--- src/hw/rtl/cbpid_pkg.sv ---
// Shared types, constants and helper functions of the cascaded balance controller.
`timescale 1ns / 1ps
`default_nettype none
package cbpid_pkg;

  localparam int DECIMATION_DEF = 5;
  localparam int PWM_LIMIT_DEF  = 255;

  localparam int GAIN_W    = 32;
  localparam int NUM_REGS  = 8;
  localparam int CFG_IDX_W = 3;
  localparam int A_W       = 48;
  localparam int B_W       = 32;
  localparam int PROD_W    = A_W + B_W;
  localparam int RES_W     = 49;
  localparam int SUM_W     = 52;
  localparam int PWM_W     = 9;
  localparam int OP_W      = 4;

  localparam logic [CFG_IDX_W-1:0] REG_ANGLE_KP    = 3'd0;
  localparam logic [CFG_IDX_W-1:0] REG_ANGLE_KD    = 3'd1;
  localparam logic [CFG_IDX_W-1:0] REG_POSITION_KP = 3'd2;
  localparam logic [CFG_IDX_W-1:0] REG_POSITION_KD = 3'd3;
  localparam logic [CFG_IDX_W-1:0] REG_SPEED_KP    = 3'd4;
  localparam logic [CFG_IDX_W-1:0] REG_SPEED_KI    = 3'd5;
  localparam logic [CFG_IDX_W-1:0] REG_ROTATE_KP   = 3'd6;
  localparam logic [CFG_IDX_W-1:0] REG_ROTATE_KI   = 3'd7;

  localparam logic [OP_W-1:0] OP_POS_DIST  = 4'd0;
  localparam logic [OP_W-1:0] OP_POS_INT   = 4'd1;
  localparam logic [OP_W-1:0] OP_POS_P     = 4'd2;
  localparam logic [OP_W-1:0] OP_POS_I     = 4'd3;
  localparam logic [OP_W-1:0] OP_POS_D     = 4'd4;
  localparam logic [OP_W-1:0] OP_SPD_SCALE = 4'd5;
  localparam logic [OP_W-1:0] OP_SPD_INT   = 4'd6;
  localparam logic [OP_W-1:0] OP_SPD_P     = 4'd7;
  localparam logic [OP_W-1:0] OP_SPD_I     = 4'd8;
  localparam logic [OP_W-1:0] OP_ANG_P     = 4'd9;
  localparam logic [OP_W-1:0] OP_ANG_D     = 4'd10;
  localparam logic [OP_W-1:0] OP_ROT_DIFF  = 4'd11;
  localparam logic [OP_W-1:0] OP_ROT_INT   = 4'd12;
  localparam logic [OP_W-1:0] OP_ROT_P     = 4'd13;
  localparam logic [OP_W-1:0] OP_ROT_I     = 4'd14;

  localparam logic signed [B_W-1:0] K_DIST_PER_PULSE = 32'sd5397215;
  localparam logic signed [B_W-1:0] K_DEG_PER_PULSE  = 32'sd17479;
  localparam logic signed [B_W-1:0] K_DT5            = 32'sd3277;
  localparam logic signed [B_W-1:0] K_DT             = 32'sd655;
  localparam logic signed [B_W-1:0] K_POS_KI         = 32'sd655;
  localparam logic signed [B_W-1:0] K_SPEED_SCALE    = 32'sd796;

  localparam logic signed [SUM_W-1:0] LIM_PROD  = SUM_W'(48'h7FFF_FFFF_FFFF);
  localparam logic signed [SUM_W-1:0] LIM_POS   = SUM_W'(32768);
  localparam logic signed [SUM_W-1:0] LIM_SPD   = SUM_W'(1179648);
  localparam logic signed [SUM_W-1:0] ONE_Q16   = SUM_W'(65536);
  localparam logic signed [SUM_W-1:0] S32_MAX   = SUM_W'(2147483647);
  localparam logic signed [SUM_W-1:0] S32_MIN   = -S32_MAX - SUM_W'(1);
  localparam logic signed [15:0]      TILT_LIM  = 16'sd10240;

  typedef struct packed {
    logic            load;
    logic            start;
    logic            wb;
    logic            out_load;
    logic [OP_W-1:0] op;
  } cmd_t;

  typedef struct packed {
    logic mul_done;
  } sts_t;

  function automatic logic signed [GAIN_W-1:0] gain_reset(input logic [CFG_IDX_W-1:0] idx);
    logic signed [GAIN_W-1:0] v;
    unique case (idx)
      REG_ANGLE_KP:    v = 32'sd2621440;
      REG_ANGLE_KD:    v = -32'sd393216;
      REG_POSITION_KP: v = 32'sd1311;
      REG_POSITION_KD: v = 32'sd328;
      REG_SPEED_KP:    v = 32'sd52429;
      REG_SPEED_KI:    v = 32'sd32768;
      REG_ROTATE_KP:   v = 32'sd1310720;
      REG_ROTATE_KI:   v = 32'sd983040;
      default:         v = '0;
    endcase
    return v;
  endfunction

  function automatic logic signed [SUM_W-1:0] clamp_s(input logic signed [SUM_W-1:0] x,
                                                      input logic signed [SUM_W-1:0] lim);
    logic signed [SUM_W-1:0] r;
    if (x > lim) r = lim;
    else if (x < -lim) r = -lim;
    else r = x;
    return r;
  endfunction

  function automatic logic signed [31:0] sat32(input logic signed [SUM_W-1:0] x);
    logic signed [SUM_W-1:0] r;
    if (x > S32_MAX) r = S32_MAX;
    else if (x < S32_MIN) r = S32_MIN;
    else r = x;
    return r[31:0];
  endfunction

endpackage
`default_nettype wire

--- src/hw/rtl/cbpid_ctrl.sv ---
// Controller: request handshakes, tick phase and the sequence of multiply steps.
`timescale 1ns / 1ps
`default_nettype none
module cbpid_ctrl #(
  parameter int DECIMATION = cbpid_pkg::DECIMATION_DEF
) (
  input  logic            clk,
  input  logic            rst,
  input  logic            in_valid,
  output logic            in_ready,
  output logic            out_valid,
  input  logic            out_ready,
  output cbpid_pkg::cmd_t cmd,
  input  cbpid_pkg::sts_t sts
);
  import cbpid_pkg::*;

  localparam logic [1:0] S_IDLE   = 2'd0;
  localparam logic [1:0] S_ISSUE  = 2'd1;
  localparam logic [1:0] S_WAIT   = 2'd2;
  localparam logic [1:0] S_FINISH = 2'd3;

  logic [1:0]      state, state_next;
  logic [OP_W-1:0] op, op_next;
  logic [2:0]      phase, phase_next, phase_inc;
  logic            run;
  logic            accept;

  assign in_ready  = (state == S_IDLE);
  assign accept    = in_valid && in_ready;
  assign phase_inc = phase + 3'd1;
  assign run       = (phase_inc >= 3'(DECIMATION));

  always_comb begin
    state_next   = state;
    op_next      = op;
    phase_next   = phase;
    cmd.load     = 1'b0;
    cmd.start    = 1'b0;
    cmd.wb       = 1'b0;
    cmd.out_load = 1'b0;
    cmd.op       = op;
    unique case (state)
      S_IDLE: begin
        if (accept) begin
          cmd.load   = 1'b1;
          phase_next = run ? 3'd0 : phase_inc;
          op_next    = run ? OP_POS_DIST : OP_ANG_P;
          state_next = S_ISSUE;
        end
      end
      S_ISSUE: begin
        cmd.start  = 1'b1;
        state_next = S_WAIT;
      end
      S_WAIT: begin
        if (sts.mul_done) begin
          cmd.wb = 1'b1;
          if (op == OP_ROT_I) begin
            state_next = S_FINISH;
          end else begin
            op_next    = op + OP_W'(1);
            state_next = S_ISSUE;
          end
        end
      end
      S_FINISH: begin
        if (!out_valid || out_ready) begin
          cmd.out_load = 1'b1;
          state_next   = S_IDLE;
        end
      end
      default: state_next = S_IDLE;
    endcase
  end

  always_ff @(posedge clk) begin
    if (rst) begin
      state     <= S_IDLE;
      op        <= OP_POS_DIST;
      phase     <= '0;
      out_valid <= 1'b0;
    end else begin
      state     <= state_next;
      op        <= op_next;
      phase     <= phase_next;
      out_valid <= cmd.out_load || (out_valid && !out_ready);
    end
  end

  a_start_single: assert property (@(posedge clk) disable iff (rst)
    cmd.start |=> !cmd.start)
    else $error("multiply started on two cycles in a row");

  a_done_when_waiting: assert property (@(posedge clk) disable iff (rst)
    sts.mul_done |-> (state == S_WAIT))
    else $error("multiply result arrived outside the wait state");

  a_phase_range: assert property (@(posedge clk) disable iff (rst)
    phase < 3'(DECIMATION))
    else $error("tick phase out of range");

endmodule
`default_nettype wire

--- config.mk ---
export PLATFORM = sky130hd
export DESIGN_NAME = cbpid_ctrl
export DESIGN_NICKNAME = d
export VERILOG_FILES = /design/src/hw/rtl/cbpid_pkg.sv /design/src/hw/rtl/cbpid_ctrl.sv
export SDC_FILE = /design/constraint.sdc
export NUM_CORES = 1
export LEC_CHECK = 0
export BUFFER_PORTS_ARGS = -buffer_cell sky130_fd_sc_hd__buf_2
export CAP_MARGIN = 10
export CORE_AREA = 2 2 39 41
export CTS_CLUSTER_SIZE = 10
export DETAILED_ROUTE_END_ITERATION = 10
export DIE_AREA = 0 0 41 43
export GPL_TIMING_DRIVEN = 0
export PLACE_DENSITY = 0.69
export RECOVER_POWER = 100
export SLEW_MARGIN = 20
export SYNTH_ARGS = -nofsm -noshare
export SYNTH_HDL_FRONTEND = slang
export SYNTH_SLANG_ARGS = --single-unit
export TNS_END_PERCENT = 10
--- constraint.sdc ---
create_clock -name clk -period 3.9 [get_ports clk]
set_input_delay 0.78 -clock clk [delete_from_list [all_inputs] [get_ports clk]]
set_output_delay 0.78 -clock clk [all_outputs]
set_load 0.02 [all_outputs]
; ---- Word level (Yosys, flattened, before mapping)
; Index checks and enable logic that the tools add are counted.
[word_totals]
register_bits = 10
out_inout_bits = 10
inputBits = 5
elab_cells = 44
[classes]
addsub = 2
n_reduce_logical = 11
mux = 18
order_cmp = 1
eq_ne = 8
[op_table]
columns = operator, count
row1 = two-way mux 4 bit, 4
row2 = two-way mux 2 bit, 4
row3 = one-hot mux 2 bit (4 select lines), 1
row4 = one-hot mux 4 bit (2 select lines), 1
row5 = two-way mux 1 bit, 7
row6 = "!= test 2 bit, second input constant", 3
row7 = "adder 4 x 1 -> 4 bit, second input constant", 1
row8 = "equality test 2 bit, second input constant", 2
row9 = "equality test 4 bit, second input constant", 1
row10 = AND reduction 4 bit, 1
row11 = "adder 3 x 1 -> 3 bit, second input constant", 1
row12 = "greater-or-equal comparator 3 bit, second input constant", 1
row13 = two-way mux 3 bit, 1
row14 = AND reduction 3 bit, 1
row15 = "equality test 2 x 1 -> 1 bit, second input constant", 1
row16 = logical AND 1 bit, 2
row17 = zero test 1 bit, 2
row18 = zero test 2 bit, 1
row19 = logical OR 1 bit, 2
row20 = "!= test 2 x 1 -> 1 bit, second input constant", 1
row21 = AND reduction 2 bit, 1
row22 = nonzero test 2 bit, 1

; ---- Longest topological paths before layout
[depth]
word_depth = 5
mapped_depth = 6

; ---- Worst setup path after synthesis
; OpenSTA, ideal clock, no wires.
[synth_path]
kind = input port to output port
start = in in_valid
end = out cmd[7] (netlist bit)
path_slack_ns = 1.803
n_path_buf = 0
arrival_ns = 1.317
path_stages = 2
path_cell_list = or3b_1 -> inv_2
[synth_rtl]
columns = element, line
row1 = start: declaration, cbpid_ctrl.sv:9  ; input logic in_valid,
row2 = end: declaration, cbpid_ctrl.sv:13  ; output cbpid_pkg::cmd_t cmd,

==> flow_metrics.env <==
export IMPL_viasPerCell=5.11
export IMPL_ys_async_sr_fraction_pct=0
export IMPL_core_sq_um=1380
export IMPL_ctsHoldBuffers=0
export IMPL_peakVddDrop_mv=0.210
export IMPL_required_ns=3.12
export IMPL_fmax_mhz=408
export IMPL_synthDistinctLibCells=32
export IMPL_hpwl_um=915
export IMPL_port_buffers=14
export IMPL_dieArea_sq_um=1760
export IMPL_ys_seq_area_share_pct=33.3
export IMPL_drt_iter0_drc=4
export IMPL_die_y_um=43
export IMPL_postSynthCellCount=75
export IMPL_fin_area_sq_um=691
export IMPL_fin_cells=108
export IMPL_cap_violations=0
export IMPL_dr_total_vias=552
export IMPL_synth_top_area_share_pct=33.3
export IMPL_syn2layout_area_growth_pct=15.0
export IMPL_overflow=0
export IMPL_drive_above_1_share_pct=12.0
export IMPL_clk_latency_ns=0.26
export IMPL_swShare_pct=31.2
export IMPL_synth_most_common_cell="nor2_1"
export IMPL_first_pass_iters=4
export IMPL_die_w_um=41
export IMPL_total_power_mw=0.237
export IMPL_internal_power_mw=0.163
export IMPL_worst_path_largest_cell_delay_ns=0.41
export IMPL_yosys_top_cells_area="dfxtp_1 33%, nor2_1 9.4%, ha_1 8.3%, a21oi_1 5.0%, inv_1 3.8%"
export IMPL_setup_viol=0
export IMPL_finalHoldWorstSlack_ns=0.535
export IMPL_gp_congestion=0.700
export IMPL_drc=0
export IMPL_wl_per_cell_um=10.9
export IMPL_cts_setup_buffers=0
export IMPL_place_area_sq_um=691
export IMPL_synth_top_area_cell="dfxtp_1"
export IMPL_cts_root_buf="clkbuf_4"
export IMPL_yosys_warnings=0
export IMPL_seqPwrFrac_pct=48.2
export IMPL_worstMarginPinSlew_ns=0.479
export IMPL_htreeDepth=1
export IMPL_p_per_area_nw_per_um2=343
export IMPL_cts_resized=0
export IMPL_fin_crit_sh_pct=62.8
export IMPL_grt_pass1_wl_mm=1.96
export IMPL_start_util_pct=43.4
export IMPL_synth_avg_cell_area_sq_um=8.01
export IMPL_first_global_vias=488
export IMPL_period_minus_slack_ns=2.45
export IMPL_rows=14
export IMPL_skew_ns=0.00479
export IMPL_clk_pin_slew_ns=0.07
export IMPL_start_kind="input pin"
export IMPL_maxSlewHeadroom_pct=67.2
export IMPL_cp_cell_sequence="buf_2, or3b_1, inv_1, clkbuf_1"
export IMPL_hold_viol_final=0
export IMPL_antennaDiodeCount=0
export IMPL_syn_num_nets=84
export IMPL_placed_cells=105
export IMPL_ant_nets=0
export IMPL_routed_wl_mm=1.18
export IMPL_grt_antenna_before_repair=0
export IMPL_power_frac_comb_pct=21.3
export IMPL_drv_slew=0
export IMPL_synth_edff_count=0
export IMPL_p_sw_mw=0.0738
export IMPL_ctsLongestPathBuffers=2
export IMPL_rsz0062_at_grt="no"
export IMPL_status="finished, final reports clean"
export IMPL_critPathMaxFanout=4
export IMPL_nets=103
export IMPL_critPathSlowestCell="or3b_1"
export IMPL_min_path_type="flip-flop to flip-flop"
export IMPL_critPathKind="input pin to primary output"
export IMPL_synth_flop_cell="dfxtp_1"
export IMPL_n_fill_cell=156
export IMPL_track_usage_pct=16.7
export IMPL_crit_path_end_kind="primary output"
export IMPL_cts_tree="yes"
export IMPL_cts_buffers=3
export IMPL_critical_path_arrival_ns=1.67
export IMPL_synth_seq_cells=10
export IMPL_grt_max_degree=11
export IMPL_yosys_top_cells_count="15 x nor2_1, 10 x dfxtp_1, 6 x a21oi_1, 6 x inv_1, 4 x ha_1"
export IMPL_io_pins=15
export IMPL_p_leak_nw=0.284
export IMPL_synth_area_sq_um=601
export IMPL_pwr_share_clk_pct=30.5
export IMPL_cts_sinks=10
export IMPL_setup_tns_ns=0
[cell usage in the layout, fill, tap and decap left out, types with 3 or more instances in the layout]
| master | instances |
|---|---|
| a21oi_1 | 6 |
| buf_2 | 5 |
| clkbuf_1 | 11 |
| clkbuf_4 | 3 |
| dfxtp_1 | 10 |
| ha_1 | 4 |
| inv_1 | 7 |
| nand2_1 | 3 |
| nand3_1 | 3 |
| nor2_1 | 15 |
[final timing paths]
kind	end	slack, ns	start	cells past startpoint
worst max-delay path	cmd[7]	1.45	in_valid	4
worst min-delay path	phase[2]$_SDFFE_PP0P_	0.54	phase[2]$_SDFFE_PP0P_	2
worst max register to register	op[0]$_SDFFE_PP0P_	2.08	op[0]$_SDFFE_PP0P_	6
worst min register to register	phase[2]$_SDFFE_PP0P_	0.54	phase[2]$_SDFFE_PP0P_	2
[worst max-delay path, delay by kind of cell]
| family | cells | cell delay [ns] |
|---|---|---|
| buffers and inverters | 3 | 0.48 |
| and+or+nand+nor | 1 | 0.41 |
[stage by stage]
| step | setup WS [ns] | utilization, % |
|---|---|---|
| floorplan | 1.80 | - |
| global placement | 1.55 | 49.9 |
| detailed placement | 1.54 | 49.9 |
| CTS | 1.54 | 51.5 |
| global route | 1.41 | 49.9 |
| finish | 1.45 | 49.9 |
[layer usage]
layer	up-vias	global-route usage [%]	routed length, um
met5	-	0	0
met2	8	25.0	588
li1	294	-	-
met1	248	20.0	538
met3	2	3.14	38
met4	0	12.0	11
[area by class of cell]
| class | count | area (sq um) | area share, % |
|---|---|---|---|
| plain buffers | 3 | 18.8 | 2.72 |
| clock buffers | 3 | 22.5 | 3.26 |
| inverters | 7 | 26.3 | 3.80 |
| multi-input cells | 55 | 344 | 49.8 |
| flip-flops and latches | 10 | 200 | 29.0 |
| well taps | 16 | 20.0 | 2.90 |
| repair buffers | 14 | 58.8 | 8.51 |
[power groups by stage]
stage / Clock, mW / Sequential [mW] / Combinational, mW
CTS: 0.0742 / 0.114 / 0.0545
detailed placement: 0 / 0.116 / 0.0544
floorplan: 0 / 0.119 / 0.0364
global route: 0.0799 / 0.115 / 0.0577
finish: 0.0722 / 0.114 / 0.0504
global placement: 0 / 0.116 / 0.0534
[sequential cells by signal (all words and copies together) (netlist names)]
register   cells
op             4
phase          3
state          2
out_valid      1
[cells by family (layout without fill, tap and decap cells)]
family          after synthesis  in the layout  share of synthesized area [%]
simple gates                 31             31                           25.8
mux                           2              2                           3.96
fa+ha+maj                     4              4                           8.33
compound gates               16             16                           17.9
xor+xnor                      2              2                           2.92
buf+inv                      10             27                           7.71
flops                        10             10                           33.3
Power figures use the tool's default switching activity.
